==> src/rtl/serial_display_frame_parser_defines.svh <==
// Assertion macros for the checks in the frame parser top module.
// Each macro expects signals named clk and arst_n in the scope of its use.
`ifndef SERIAL_DISPLAY_FRAME_PARSER_DEFINES_SVH
`define SERIAL_DISPLAY_FRAME_PARSER_DEFINES_SVH

// The consequent must hold in the same cycle as the antecedent.
`define SDFP_ASSERT_SAME(lbl, ante, cons, msg) \
	lbl: assert property (@(posedge clk) disable iff (!arst_n) (ante) |-> (cons)) \
		else $error(msg);

// The consequent must hold in the cycle after the antecedent.
`define SDFP_ASSERT_NEXT(lbl, ante, cons, msg) \
	lbl: assert property (@(posedge clk) disable iff (!arst_n) (ante) |=> (cons)) \
		else $error(msg);

`endif

==> src/rtl/sdfp_pkg.sv <==
`timescale 1ns / 1ps
package sdfp_pkg;

	localparam int MAX_PAYLOAD_DEF = 32;

	localparam logic [7:0] HEADER_FIRST_RST  = 8'h5A;
	localparam logic [7:0] HEADER_SECOND_RST = 8'hA5;

	localparam int CFG_IDX_W = 2;
	localparam logic [CFG_IDX_W-1:0] REG_HEADER_FIRST  = 2'd0;
	localparam logic [CFG_IDX_W-1:0] REG_HEADER_SECOND = 2'd1;

	typedef enum logic [2:0] {
		PH_HUNT1,
		PH_HUNT2,
		PH_LEN,
		PH_CMD,
		PH_DATA
	} phase_t;

	typedef enum logic [1:0] {
		BK_IDLE,
		BK_READ,
		BK_LOAD
	} back_state_t;

	// One finished frame, or one oversized length report.
	typedef struct packed {
		logic       err;
		logic [7:0] cmd;
		logic [7:0] len;
		logic [6:0] cnt;
		logic       bank;
	} desc_t;

	// Buffer release from the back part to the front part.
	typedef struct packed {
		logic valid;
		logic bank;
	} rel_t;

endpackage

==> src/rtl/serial_display_frame_parser.sv <==
`timescale 1ns / 1ps
// Frame parser for a serial display link. Received bytes enter on the slave
// stream, one per cycle when the parser is ready; it hunts for the two header
// bytes, then takes a length byte, a command byte and the payload into one of
// two payload buffers. A completed frame is queued and drained as one result
// per payload byte on the master stream, with the final one marked by tlast.
// Each payload result passes a read state and then a load state, set by the
// registered read of the payload buffer; an oversized length gives a
// single error result. The input side stalls only while a new payload
// would land in a buffer still being drained, or while the two-entry frame
// queue is full. The header bytes are set through the configuration port.
`include "serial_display_frame_parser_defines.svh"
module serial_display_frame_parser import sdfp_pkg::*; #(
	parameter int MAX_PAYLOAD = MAX_PAYLOAD_DEF
) (
	input  logic                 clk,
	input  logic                 arst_n,
	input  logic                 s_axis_tvalid,
	output logic                 s_axis_tready,
	input  logic [7:0]           s_axis_tdata,  // rx_byte
	output logic                 m_axis_tvalid,
	input  logic                 m_axis_tready,
	// command, payload_length, byte_index, payload_byte, two zero bits
	output logic [31:0]          m_axis_tdata,
	output logic                 m_axis_tlast,
	output logic                 m_axis_tuser,  // length_error
	input  logic                 cfg_valid,
	output logic                 cfg_ready,
	input  logic [CFG_IDX_W-1:0] cfg_index,
	input  logic [7:0]           cfg_data
);

	localparam int IDX_W  = $clog2((MAX_PAYLOAD > 1) ? MAX_PAYLOAD : 2);
	localparam int ADDR_W = IDX_W + 1;

	logic [7:0] header_first_q;
	logic [7:0] header_second_q;

	logic              q_push;
	desc_t             q_push_desc;
	logic              q_full;
	logic              q_pop;
	desc_t             q_pop_desc;
	logic              q_empty;
	rel_t              rel;
	logic              ram_we;
	logic [ADDR_W-1:0] ram_waddr;
	logic [7:0]        ram_wdata;
	logic              ram_re;
	logic [ADDR_W-1:0] ram_raddr;
	logic [7:0]        ram_rdata;

	logic [7:0] out_command;
	logic [7:0] out_length;
	logic [5:0] out_index;
	logic [7:0] out_byte;

	assign cfg_ready    = 1'b1;
	assign m_axis_tdata = {2'b00, out_byte, out_index, out_length, out_command};

	always_ff @(posedge clk or negedge arst_n) begin
		if (!arst_n) begin
			header_first_q  <= HEADER_FIRST_RST;
			header_second_q <= HEADER_SECOND_RST;
		end else if (cfg_valid && cfg_ready) begin
			case (cfg_index)
				REG_HEADER_FIRST:  header_first_q  <= cfg_data;
				REG_HEADER_SECOND: header_second_q <= cfg_data;
				default: begin
				end
			endcase
		end
	end

	sdfp_front #(
		.MAX_PAYLOAD(MAX_PAYLOAD)
	) u_front (
		.clk          (clk),
		.arst_n       (arst_n),
		.in_valid     (s_axis_tvalid),
		.in_ready     (s_axis_tready),
		.in_byte      (s_axis_tdata),
		.header_first (header_first_q),
		.header_second(header_second_q),
		.q_full       (q_full),
		.push         (q_push),
		.push_desc    (q_push_desc),
		.rel          (rel),
		.ram_we       (ram_we),
		.ram_waddr    (ram_waddr),
		.ram_wdata    (ram_wdata)
	);

	sdfp_queue u_queue (
		.clk      (clk),
		.arst_n   (arst_n),
		.push     (q_push),
		.push_desc(q_push_desc),
		.full     (q_full),
		.pop      (q_pop),
		.pop_desc (q_pop_desc),
		.empty    (q_empty)
	);

	sdfp_ram #(
		.WIDTH(8),
		.DEPTH(2 ** ADDR_W)
	) u_ram (
		.clk  (clk),
		.we   (ram_we),
		.waddr(ram_waddr),
		.wdata(ram_wdata),
		.re   (ram_re),
		.raddr(ram_raddr),
		.rdata(ram_rdata)
	);

	sdfp_back #(
		.MAX_PAYLOAD(MAX_PAYLOAD)
	) u_back (
		.clk        (clk),
		.arst_n     (arst_n),
		.q_empty    (q_empty),
		.q_desc     (q_pop_desc),
		.q_pop      (q_pop),
		.ram_re     (ram_re),
		.ram_raddr  (ram_raddr),
		.ram_rdata  (ram_rdata),
		.rel        (rel),
		.out_valid  (m_axis_tvalid),
		.out_ready  (m_axis_tready),
		.out_command(out_command),
		.out_length (out_length),
		.out_index  (out_index),
		.out_byte   (out_byte),
		.out_last   (m_axis_tlast),
		.out_error  (m_axis_tuser)
	);

	`SDFP_ASSERT_SAME(a_err_is_last, m_axis_tvalid && m_axis_tuser, m_axis_tlast, "error item without tlast")
	`SDFP_ASSERT_SAME(a_no_push_full, q_push, !q_full || q_pop, "frame queue overflow")
	`SDFP_ASSERT_SAME(a_bank_apart, ram_we && ram_re, ram_waddr[ADDR_W-1] != ram_raddr[ADDR_W-1], "payload write hit the buffer being drained")

endmodule

==> src/rtl/sdfp_ram.sv <==
`timescale 1ns / 1ps
module sdfp_ram #(
	parameter int WIDTH = 8,
	parameter int DEPTH = 64,
	localparam int ADDR_W = (DEPTH > 2) ? $clog2(DEPTH) : 1
) (
	input  logic              clk,
	input  logic              we,
	input  logic [ADDR_W-1:0] waddr,
	input  logic [WIDTH-1:0]  wdata,
	input  logic              re,
	input  logic [ADDR_W-1:0] raddr,
	output logic [WIDTH-1:0]  rdata
);

	logic [WIDTH-1:0] mem_q [DEPTH];

	always_ff @(posedge clk) begin
		if (we) begin
			mem_q[waddr] <= wdata;
		end
		if (re) begin
			rdata <= mem_q[raddr];
		end
	end

endmodule

==> src/rtl/sdfp_queue.sv <==
`timescale 1ns / 1ps
module sdfp_queue import sdfp_pkg::*; (
	input  logic  clk,
	input  logic  arst_n,
	input  logic  push,
	input  desc_t push_desc,
	output logic  full,
	input  logic  pop,
	output desc_t pop_desc,
	output logic  empty
);

	desc_t      mem_q [2];
	logic       wr_ptr_q;
	logic       rd_ptr_q;
	logic [1:0] count_q;

	assign full     = (count_q == 2'd2);
	assign empty    = (count_q == 2'd0);
	assign pop_desc = mem_q[rd_ptr_q];

	always_ff @(posedge clk) begin
		if (push) begin
			mem_q[wr_ptr_q] <= push_desc;
		end
	end

	always_ff @(posedge clk or negedge arst_n) begin
		if (!arst_n) begin
			wr_ptr_q <= 1'b0;
			rd_ptr_q <= 1'b0;
			count_q  <= 2'd0;
		end else begin
			if (push) begin
				wr_ptr_q <= ~wr_ptr_q;
			end
			if (pop) begin
				rd_ptr_q <= ~rd_ptr_q;
			end
			if (push && !pop) begin
				count_q <= count_q + 2'd1;
			end else if (pop && !push) begin
				count_q <= count_q - 2'd1;
			end
		end
	end

endmodule

==> src/rtl/sdfp_front.sv <==
`timescale 1ns / 1ps
module sdfp_front import sdfp_pkg::*; #(
	parameter int MAX_PAYLOAD = MAX_PAYLOAD_DEF,
	localparam int IDX_W = $clog2((MAX_PAYLOAD > 1) ? MAX_PAYLOAD : 2),
	localparam int ADDR_W = IDX_W + 1
) (
	input  logic              clk,
	input  logic              arst_n,
	input  logic              in_valid,
	output logic              in_ready,
	input  logic [7:0]        in_byte,
	input  logic [7:0]        header_first,
	input  logic [7:0]        header_second,
	input  logic              q_full,
	output logic              push,
	output desc_t             push_desc,
	input  rel_t              rel,
	output logic              ram_we,
	output logic [ADDR_W-1:0] ram_waddr,
	output logic [7:0]        ram_wdata
);

	phase_t     phase_q, phase_d;
	logic [6:0] count_q;
	logic [7:0] len_q;
	logic [7:0] cmd_q;
	logic       wr_bank_q;
	logic [1:0] busy_q, busy_d;

	logic       accept;
	logic       too_long;
	logic [6:0] count_next;
	logic [7:0] need;
	logic       done;

	assign in_ready   = !q_full && !((phase_q == PH_DATA) && busy_q[wr_bank_q]);
	assign accept     = in_valid && in_ready;
	assign too_long   = in_byte > 8'(MAX_PAYLOAD);
	assign count_next = count_q + 7'd1;
	assign need       = (len_q == 8'd0) ? 8'd1 : len_q;
	assign done       = ({1'b0, count_next} == need);

	always_comb begin
		phase_d = phase_q;
		case (phase_q)
			PH_HUNT1: begin
				if (accept && (in_byte == header_first)) begin
					phase_d = PH_HUNT2;
				end
			end
			PH_HUNT2: begin
				if (accept) begin
					phase_d = (in_byte == header_second) ? PH_LEN : PH_HUNT1;
				end
			end
			PH_LEN: begin
				if (accept) begin
					phase_d = too_long ? PH_HUNT1 : PH_CMD;
				end
			end
			PH_CMD: begin
				if (accept) begin
					phase_d = PH_DATA;
				end
			end
			PH_DATA: begin
				if (accept && done) begin
					phase_d = PH_HUNT1;
				end
			end
			default: begin
				phase_d = PH_HUNT1;
			end
		endcase
	end

	always_comb begin
		push      = 1'b0;
		push_desc = '0;
		ram_we    = 1'b0;
		ram_waddr = {wr_bank_q, count_q[IDX_W-1:0]};
		ram_wdata = in_byte;
		case (phase_q)
			PH_LEN: begin
				if (accept && too_long) begin
					push          = 1'b1;
					push_desc.err = 1'b1;
					push_desc.len = in_byte;
				end
			end
			PH_DATA: begin
				if (accept) begin
					ram_we = 1'b1;
					if (done) begin
						push           = 1'b1;
						push_desc.cmd  = cmd_q;
						push_desc.len  = len_q;
						push_desc.cnt  = count_next;
						push_desc.bank = wr_bank_q;
					end
				end
			end
			default: begin
			end
		endcase
	end

	always_comb begin
		busy_d = busy_q;
		if (rel.valid) begin
			busy_d[rel.bank] = 1'b0;
		end
		if (push && !push_desc.err) begin
			busy_d[wr_bank_q] = 1'b1;
		end
	end

	always_ff @(posedge clk or negedge arst_n) begin
		if (!arst_n) begin
			phase_q   <= PH_HUNT1;
			count_q   <= 7'd0;
			len_q     <= 8'd0;
			cmd_q     <= 8'd0;
			wr_bank_q <= 1'b0;
			busy_q    <= 2'b00;
		end else begin
			phase_q <= phase_d;
			busy_q  <= busy_d;
			if (accept) begin
				case (phase_q)
					PH_HUNT2: begin
						count_q <= 7'd0;
					end
					PH_LEN: begin
						if (!too_long) begin
							len_q <= in_byte;
						end
					end
					PH_CMD: begin
						cmd_q   <= in_byte;
						count_q <= 7'd0;
					end
					PH_DATA: begin
						count_q <= done ? 7'd0 : count_next;
						if (done) begin
							wr_bank_q <= ~wr_bank_q;
						end
					end
					default: begin
					end
				endcase
			end
		end
	end

endmodule

==> src/rtl/sdfp_back.sv <==
`timescale 1ns / 1ps
module sdfp_back import sdfp_pkg::*; #(
	parameter int MAX_PAYLOAD = MAX_PAYLOAD_DEF,
	localparam int IDX_W = $clog2((MAX_PAYLOAD > 1) ? MAX_PAYLOAD : 2),
	localparam int ADDR_W = IDX_W + 1
) (
	input  logic              clk,
	input  logic              arst_n,
	input  logic              q_empty,
	input  desc_t             q_desc,
	output logic              q_pop,
	output logic              ram_re,
	output logic [ADDR_W-1:0] ram_raddr,
	input  logic [7:0]        ram_rdata,
	output rel_t              rel,
	output logic              out_valid,
	input  logic              out_ready,
	output logic [7:0]        out_command,
	output logic [7:0]        out_length,
	output logic [5:0]        out_index,
	output logic [7:0]        out_byte,
	output logic              out_last,
	output logic              out_error
);

	back_state_t state_q, state_d;
	desc_t       cur_q;
	logic [6:0]  idx_q;
	logic        out_valid_q;

	logic out_free;
	logic is_last;
	logic load_err;
	logic load_data;

	assign out_free  = !out_valid_q || out_ready;
	assign is_last   = ((idx_q + 7'd1) == cur_q.cnt);
	assign out_valid = out_valid_q;

	always_comb begin
		state_d = state_q;
		case (state_q)
			BK_IDLE: begin
				if (!q_empty && !q_desc.err) begin
					state_d = BK_READ;
				end
			end
			BK_READ: begin
				state_d = BK_LOAD;
			end
			BK_LOAD: begin
				if (out_free) begin
					state_d = is_last ? BK_IDLE : BK_READ;
				end
			end
			default: begin
				state_d = BK_IDLE;
			end
		endcase
	end

	always_comb begin
		q_pop     = 1'b0;
		load_err  = 1'b0;
		load_data = 1'b0;
		ram_re    = 1'b0;
		ram_raddr = {cur_q.bank, idx_q[IDX_W-1:0]};
		case (state_q)
			BK_IDLE: begin
				q_pop    = !q_empty && (!q_desc.err || out_free);
				load_err = !q_empty && q_desc.err && out_free;
			end
			BK_READ: begin
				ram_re = 1'b1;
			end
			BK_LOAD: begin
				load_data = out_free;
			end
			default: begin
			end
		endcase
		rel.valid = load_data && is_last;
		rel.bank  = cur_q.bank;
	end

	always_ff @(posedge clk or negedge arst_n) begin
		if (!arst_n) begin
			state_q     <= BK_IDLE;
			cur_q       <= '0;
			idx_q       <= 7'd0;
			out_valid_q <= 1'b0;
		end else begin
			state_q <= state_d;
			if (q_pop) begin
				cur_q <= q_desc;
				idx_q <= 7'd0;
			end else if (load_data) begin
				idx_q <= idx_q + 7'd1;
			end
			if (load_err || load_data) begin
				out_valid_q <= 1'b1;
			end else if (out_ready) begin
				out_valid_q <= 1'b0;
			end
		end
	end

	always_ff @(posedge clk) begin
		if (load_err) begin
			out_command <= 8'd0;
			out_length  <= q_desc.len;
			out_index   <= 6'd0;
			out_byte    <= 8'd0;
			out_last    <= 1'b1;
			out_error   <= 1'b1;
		end else if (load_data) begin
			out_command <= cur_q.cmd;
			out_length  <= cur_q.len;
			out_index   <= idx_q[5:0];
			out_byte    <= ram_rdata;
			out_last    <= is_last;
			out_error   <= 1'b0;
		end
	end

endmodule

==> config.mk <==
export PLATFORM = sky130hd
export DESIGN_NAME = serial_display_frame_parser
export DESIGN_NICKNAME = d
export VERILOG_FILES = /design/src/rtl/sdfp_pkg.sv /design/src/rtl/serial_display_frame_parser.sv /design/src/rtl/sdfp_ram.sv /design/src/rtl/sdfp_queue.sv /design/src/rtl/sdfp_front.sv /design/src/rtl/sdfp_back.sv
export VERILOG_INCLUDE_DIRS = /design/src /design/src/rtl
export SDC_FILE = /design/constraint.sdc
export NUM_CORES = 1
export LEC_CHECK = 0
export BUFFER_PORTS_ARGS = -buffer_cell sky130_fd_sc_hd__buf_2
export CAP_MARGIN = 0
export CORE_MARGIN = 4
export CORE_UTILIZATION = 65
export CTS_BUF_LIST = sky130_fd_sc_hd__clkbuf_4 sky130_fd_sc_hd__clkbuf_8
export CTS_CLUSTER_DIAMETER = 50
export DETAILED_ROUTE_END_ITERATION = 10
export PLACE_DENSITY_LB_ADDON = 0.15
export REMOVE_ABC_BUFFERS = 1
export SYNTH_ARGS = -nofsm -noshare
export SYNTH_HDL_FRONTEND = slang
export SYNTH_SLANG_ARGS = --single-unit
export TNS_END_PERCENT = 1
==> constraint.sdc <==
create_clock -name clk -period 9 [get_ports clk]
set_clock_uncertainty 0.1 [all_clocks]
set_input_delay 0.9 -clock clk [delete_from_list [all_inputs] [get_ports clk]]
set_output_delay 0.9 -clock clk [all_outputs]
set_load 0.005 [all_outputs]
==> impl_metrics.env, run 1 <==
export IMPL_status="completed"
export IMPL_yosysWarnings=0
export IMPL_arrival_ns=4.27
export IMPL_synth_most_common_cell="edfxtp_1"
export IMPL_clkLatencyLatePin_ns=0.68
export IMPL_netlist_area_um2=27200
export IMPL_drc=0
export IMPL_synth_area_leaders="edfxtp_1 64%, mux4_2 11%, dfrtp_1 6.9%"
export IMPL_dieArea_um2=45100
export IMPL_worst_setup_path_type="flip-flop to flip-flop"
export IMPL_track_usage_pct=26.9
export IMPL_worst_setup_path_end_kind="flip-flop"
export IMPL_synth_commonest_cells="578 x edfxtp_1, 136 x mux4_2, 107 x nand2_1"
export IMPL_fillers=2481
export IMPL_die_x_um=212
export IMPL_drt_pass1_iter_count=6
export IMPL_die_height_um=212
export IMPL_r2r_cells=7
export IMPL_synth_seq_area_share_pct=73.3
export IMPL_synth_seq_cells=685
export IMPL_cts_root_buf="clkbuf_8"
export IMPL_final_hold_viol_count=0
export IMPL_routed_wl_um=58700
export IMPL_initial_core_util_pct=66.1
export IMPL_max_slew_margin_pct=14.5
export IMPL_hpwl_um=35800
export IMPL_dpl_cell_area_um2=27900
export IMPL_cts_sinks=685
export IMPL_ant_nets=0
export IMPL_grt_max_degree=84
export IMPL_fin_tns_setup_ns=0
export IMPL_io_buffer_count=56
export IMPL_cts_tree="built"
export IMPL_p_comb_share_pct=17.3
export IMPL_p_leak_nw=9.94
export IMPL_dp_cells=2045
export IMPL_hp_class="input port to async pin"
export IMPL_drive_gt1_share_pct=25.8
export IMPL_fmax_ghz=0.244
export IMPL_maxCapViolations=0
export IMPL_grt_pass1_wl_um=89700
export IMPL_grt_setup_unrepaired="false"
export IMPL_place_congestion=0.902
export IMPL_tightest_slew_ns=1.28
export IMPL_clk_pin_slew_ns=0.06
export IMPL_reg2reg_from="u_front.count_q[0]$_DFFE_PN0P_"
export IMPL_post_cts_setup_buffers=0
export IMPL_vdd_ir_drop_worst_mv=0.186
export IMPL_clockPowerShare_pct=32.3
export IMPL_wl_per_cell_um=26.3
export IMPL_fin_nets=1645
export IMPL_fin_hold_ws_ns=0.308
export IMPL_p_per_area_nw_per_um2=251
export IMPL_area_delta_synth_final_pct=10.1
export IMPL_clock_path_buffers=3
export IMPL_hold_buffers=0
export IMPL_synth_async_reset_ratio_pct=12.1
export IMPL_synth_ff_type="edfxtp_1"
export IMPL_reg2reg_slack_ns=4.90
export IMPL_htree_levels=3
export IMPL_via_count=14335
export IMPL_final_area_um2=29900
export IMPL_synth_top_area_share_pct=63.9
export IMPL_synth_cells=1515
export IMPL_seq_power_share_pct=50.4
export IMPL_instances_no_fill=2230
export IMPL_period_share_pct=45.5
export IMPL_overflow=0
export IMPL_core_um2=41100
export IMPL_cp_data_required_time_ns=9.17
export IMPL_numCtsBuffers=104
export IMPL_grt_pass1_vias=14296
export IMPL_rows=74
export IMPL_drt_initial_drc_count=1947
export IMPL_maxSlewViolCount=0
export IMPL_p_int_mw=5.49
export IMPL_regToRegEndpoint="u_queue.mem_q[1][14]$_DFFE_PP_"
export IMPL_synth_edf_count=578
export IMPL_setup_violations=0
export IMPL_yosysTopAreaCell="edfxtp_1"
export IMPL_cp_start_kind="flip-flop"
export IMPL_period_needed_ns=4.10
export IMPL_antenna_found_initial=1
export IMPL_pin_count=60
export IMPL_p_sw_share_pct=26.8
export IMPL_path_max_fanout=25
export IMPL_p_switching_mw=2.01
export IMPL_n_antenna_cell=0
export IMPL_cts_resized_gates=0
export IMPL_netlist_cell_type_count=63
export IMPL_avgSynthCellArea_um2=17.9
export IMPL_vias_per_cell=6.43
[critical path, stage by stage (launching register included)]
cell      delay [ns]
dfrtp_1         0.55
ha_1            0.38
nand3_1         0.16
xnor2_1         0.20
o221ai_1        0.18
nor4_4          0.75
a21oi_1         0.31
nor2b_2         1.04
[placed cells by master (no fill, tap or decap), types with 20 or more instances in the layout]
master,n
dfrtp_1,72
mux2i_1,68
buf_4,22
xnor2_1,29
edfxtp_1,578
mux4_2,136
dfxtp_1,24
a21oi_1,49
o21ai_0,40
nand2_1,107
clkbuf_4,38
buf_2,55
mux2_2,31
clkinv_1,20
nor2_1,99
clkbuf_8,110
[registers in the layout, summed over array words and instances, names as in the netlist, 3 cells and up]
signal              cells
u_front.count_q         7
header_first_q          8
u_ram.mem_q           512
u_back.out_byte         8
u_back.out_length       8
u_queue.mem_q          50
u_back.cur_q           23
u_ram.rdata             8
u_back.idx_q            7
u_front.phase_q         3
u_front.len_q           8
u_back.out_index        6
header_second_q         8
u_back.out_command      8
u_front.cmd_q           8
[layout make-up]
type,instances,area (um^2),share of cell area (%)
Clock buffer,148,1800,6.01
Clock inverter,37,175,0.586
Inverter,6,22.5,0.0753
Multi-Input combinational cell,745,6880,23.0
Sequential cell,685,19900,66.6
Tap cell,532,666,2.23
Timing Repair Buffer,77,440,1.47
[kinds of logic (layout without fill, tap and decap cells)]
family	Yosys count	after routing	share of synthesized area [%]
buffers and inverters	86	268	1.42
flip-flops	685	685	73.3
adder cells (fa/ha/maj)	3	3	0.138
AND/OR/NAND/NOR	305	305	5.19
AO/OA/AOI/OAI	161	161	3.60
other	2	3	0.0276
multiplexers	235	235	15.1
XOR/XNOR	38	38	1.23
[power groups by stage]
| stage | combinational [mW] | sequential (mW) | clock [mW] |
|---|---|---|---|
| floorplan | 0.860 | 3.91 | 0 |
| global placement | 1.27 | 3.84 | 0 |
| detailed placement | 1.30 | 3.84 | 0 |
| CTS | 1.31 | 3.78 | 2.46 |
| global route | 1.42 | 3.80 | 2.62 |
| finish | 1.30 | 3.78 | 2.43 |
[worst max path at each step]
stage	depth (start not counted)	to	start
floorplan	7	u_front.busy_q[1]$_DFF_PN0_	u_back.idx_q[0]$_DFFE_PN0P_
global placement	8	u_queue.mem_q[1][4]$_DFFE_PP_	s_axis_tdata[2]
detailed placement	8	u_queue.mem_q[1][4]$_DFFE_PP_	s_axis_tdata[2]
CTS	7	u_queue.mem_q[1][23]$_DFFE_PP_	u_front.count_q[0]$_DFFE_PN0P_
global route	7	u_queue.mem_q[1][23]$_DFFE_PP_	u_front.count_q[0]$_DFFE_PN0P_
finish	7	u_queue.mem_q[1][14]$_DFFE_PP_	u_front.count_q[0]$_DFFE_PN0P_
[per-layer routing]
layer,wire length [um],GRT usage (%),vias to the layer above
met5,10,0,-
met4,1550,8.82,2
met3,5460,5.59,114
met2,28100,41.7,718
met1,23500,39.6,7318
li1,-,-,6183
[metrics by stage]
stage,utilization (%),worst slack [ns],total power [mW]
after CTS,72.8,4.94,7.55
after floorplan,-,2.27,4.77
after global placement,68.0,4.66,5.10
after detailed placement,68.0,4.52,5.14
final,72.8,4.90,7.50
after global routing,72.8,4.58,7.84
No activity file was read; power rests on OpenSTA's default activity.
==> run 2: changes to the inputs <==
==> constraint.sdc (replaced) <==
create_clock -name clk -period 4.2 [get_ports clk]
set_clock_uncertainty 0.1 [all_clocks]
set_input_delay 0.42 -clock clk [delete_from_list [all_inputs] [get_ports clk]]
set_output_delay 0.42 -clock clk [all_outputs]
set_load 0.005 [all_outputs]
==> run 2 against run 1 <==
Effect of this change: register-to-register slack got worse by 4.3 ns; routed wire length down 0.92%; global-route usage shrank 0.37 points; flip-flop and latch count is the same; via count about the same; highest routed layer is now met4; critical path type unchanged.
==> impl_metrics.env, run 2 (same netlist as run 1, synthesis figures left out) <==
export IMPL_grt_pass1_vias=14208
export IMPL_cts_root_buf="clkbuf_8"
export IMPL_antenna_found_initial=1
export IMPL_place_congestion=0.877
export IMPL_clkLatencyLatePin_ns=0.69
export IMPL_die_height_um=212
export IMPL_p_leak_nw=10.1
export IMPL_maxSlewViolCount=0
export IMPL_clock_path_buffers=3
export IMPL_setup_violations=0
export IMPL_p_switching_mw=4.35
export IMPL_fmax_ghz=0.280
export IMPL_fillers=2439
export IMPL_n_antenna_cell=0
export IMPL_p_int_mw=11.9
export IMPL_total_power_mw=16.3
export IMPL_worst_setup_path_end_kind="flip-flop"
export IMPL_final_hold_viol_count=0
export IMPL_vias_per_cell=6.34
export IMPL_grt_setup_unrepaired="false"
export IMPL_dpl_cell_area_um2=28100
export IMPL_cp_data_required_time_ns=4.40
export IMPL_drc=0
export IMPL_track_usage_pct=26.6
export IMPL_htree_levels=3
export IMPL_io_buffer_count=56
export IMPL_top_layer="met4"
export IMPL_overflow=0
export IMPL_post_cts_setup_buffers=0
export IMPL_largestRegisters="u_ram.mem_q x512, u_queue.mem_q x50, u_back.cur_q x23"
export IMPL_crit_slowest_cell="nor2_1"
export IMPL_period_share_pct=85.0
export IMPL_path_max_fanout=8
export IMPL_crit_top_cell="nor2_1"
export IMPL_final_common_cell="edfxtp_1"
export IMPL_core_um2=41100
export IMPL_layout_common_cells="578 x edfxtp_1, 136 x mux4_2, 111 x clkbuf_8"
export IMPL_hp_class="input port to flip-flop"
export IMPL_rows=74
export IMPL_wl_met2_um=26500
export IMPL_final_util_pct=73.6
export IMPL_final_area_um2=30200
export IMPL_ant_nets=0
export IMPL_grt_max_degree=74
export IMPL_seq_power_share_pct=49.8
export IMPL_initial_core_util_pct=66.1
export IMPL_period_needed_ns=3.57
export IMPL_clockPowerShare_pct=32.9
export IMPL_routed_wl_met3_um=5600
export IMPL_drive_gt1_share_pct=26.1
export IMPL_drt_initial_drc_count=1817
export IMPL_wl_per_cell_um=25.7
export IMPL_drt_pass1_iter_count=5
export IMPL_dieArea_um2=45100
export IMPL_maxCapViolations=0
export IMPL_hpwl_um=35500
export IMPL_p_sw_share_pct=26.7
export IMPL_fin_nets=1669
export IMPL_register_area_um2=19900
export IMPL_p_per_area_nw_per_um2=538
export IMPL_die_x_um=212
export IMPL_routed_wl_um=58100
export IMPL_clk_pin_slew_ns=0.06
export IMPL_worst_setup_path_type="flip-flop to flip-flop"
export IMPL_max_flop_register="u_ram.mem_q"
export IMPL_largest_reg_flops=512
export IMPL_vdd_ir_drop_worst_mv=0.357
export IMPL_cts_sinks=685
export IMPL_grt_pass1_wl_um=88600
export IMPL_arrival_ns=3.77
export IMPL_status="completed"
export IMPL_crit_chain="mux2i_1 -> nand3_1 -> nor2_1 -> nand3b_1 -> nor2_1"
export IMPL_cp_start_kind="flip-flop"
export IMPL_multi_input_area_um2=6880
export IMPL_max_stage_delay_ns=0.84
export IMPL_fin_tns_setup_ns=0
export IMPL_tightest_slew_ns=1.17
export IMPL_max_slew_margin_pct=21.6
export IMPL_wl_met1_um=24700
export IMPL_p_comb_share_pct=17.3
export IMPL_area_delta_synth_final_pct=11.3
export IMPL_numCtsBuffers=103
export IMPL_via_count=14332
export IMPL_cts_tree="built"
export IMPL_pin_count=60
[run 2: power by group through the flow]
stage	registers, mW	clock network [mW]	logic, mW
5_1_grt	8.15	5.81	3.06
4_1_cts	8.11	5.43	2.84
3_5_place_dp	8.24	0	2.82
2_1_floorplan	8.38	0	1.84
3_3_place_gp	8.23	0	2.76
6_report	8.11	5.35	2.82
[run 2: timing repair]
action,CTS,global route
resized for setup,0,0
endpoints found under the setup margin,0,0
hold buffers,11,0
hold endpoints to repair,66,0
[run 2: worst max-delay path: cells and delay by family, from the launching register on]
| kind | cells | cell delay, ns |
|---|---|---|
| DFF | 1 | 0.49 |
| muxes | 1 | 0.49 |
| and+or+nand+nor | 4 | 2.10 |
[run 2: final cells by class]
class                           instances  area share (%)
Multi-Input combinational cell        745            22.7
Inverter                                6          0.0745
Tap cell                              532            2.20
Clock buffer                          141            5.80
Sequential cell                       685            65.9
Clock inverter                         48           0.993
Timing Repair Buffer                  102            2.29
[run 2: per-stage QoR]
| stage | hold WS (ns) | std cells | setup WS (ns) |
|---|---|---|---|
| 6_report | 0.0626 | 2259 | 0.632 |
| 5_1_grt | 0.0138 | 2259 | 0.360 |
| 4_1_cts | 0.0191 | 2259 | 0.716 |
| 3_5_place_dp | 0.339 | 2059 | 0.751 |
| 3_3_place_gp | 0.330 | 2059 | 0.841 |
| 2_1_floorplan | 0.0244 | 1436 | -2.53 |
[run 2: path summary, 6_finish.rpt]
kind / slack (ns) / from / depth (start not counted) / to
min in group asynchronous: 0.26 / arst_n / 2 / u_front.cmd_q[3]$_DFFE_PN0P_
min reg2reg: 0.35 / u_back.out_error$_SDFFE_PP1P_ / 1 / u_back.out_error$_SDFFE_PP1P_
min: 0.06 / s_axis_tdata[7] / 1 / u_ram.mem_q[44][7]$_DFFE_PP_
max in group asynchronous: 2.88 / arst_n / 3 / u_back.cur_q[13]$_DFFE_PN0P_
max reg2reg: 0.63 / u_front.wr_bank_q$_DFFE_PN0P_ / 5 / u_ram.mem_q[1][2]$_DFFE_PP_
max: 0.63 / u_front.wr_bank_q$_DFFE_PN0P_ / 5 / u_ram.mem_q[1][2]$_DFFE_PP_
[run 2: layer usage]
layer / global-route usage, % / vias up
met5: 0 / -
li1: - / 6234
met4: 6.71 / 0
met2: 38.4 / 715
met3: 7.25 / 96
met1: 41.5 / 7287
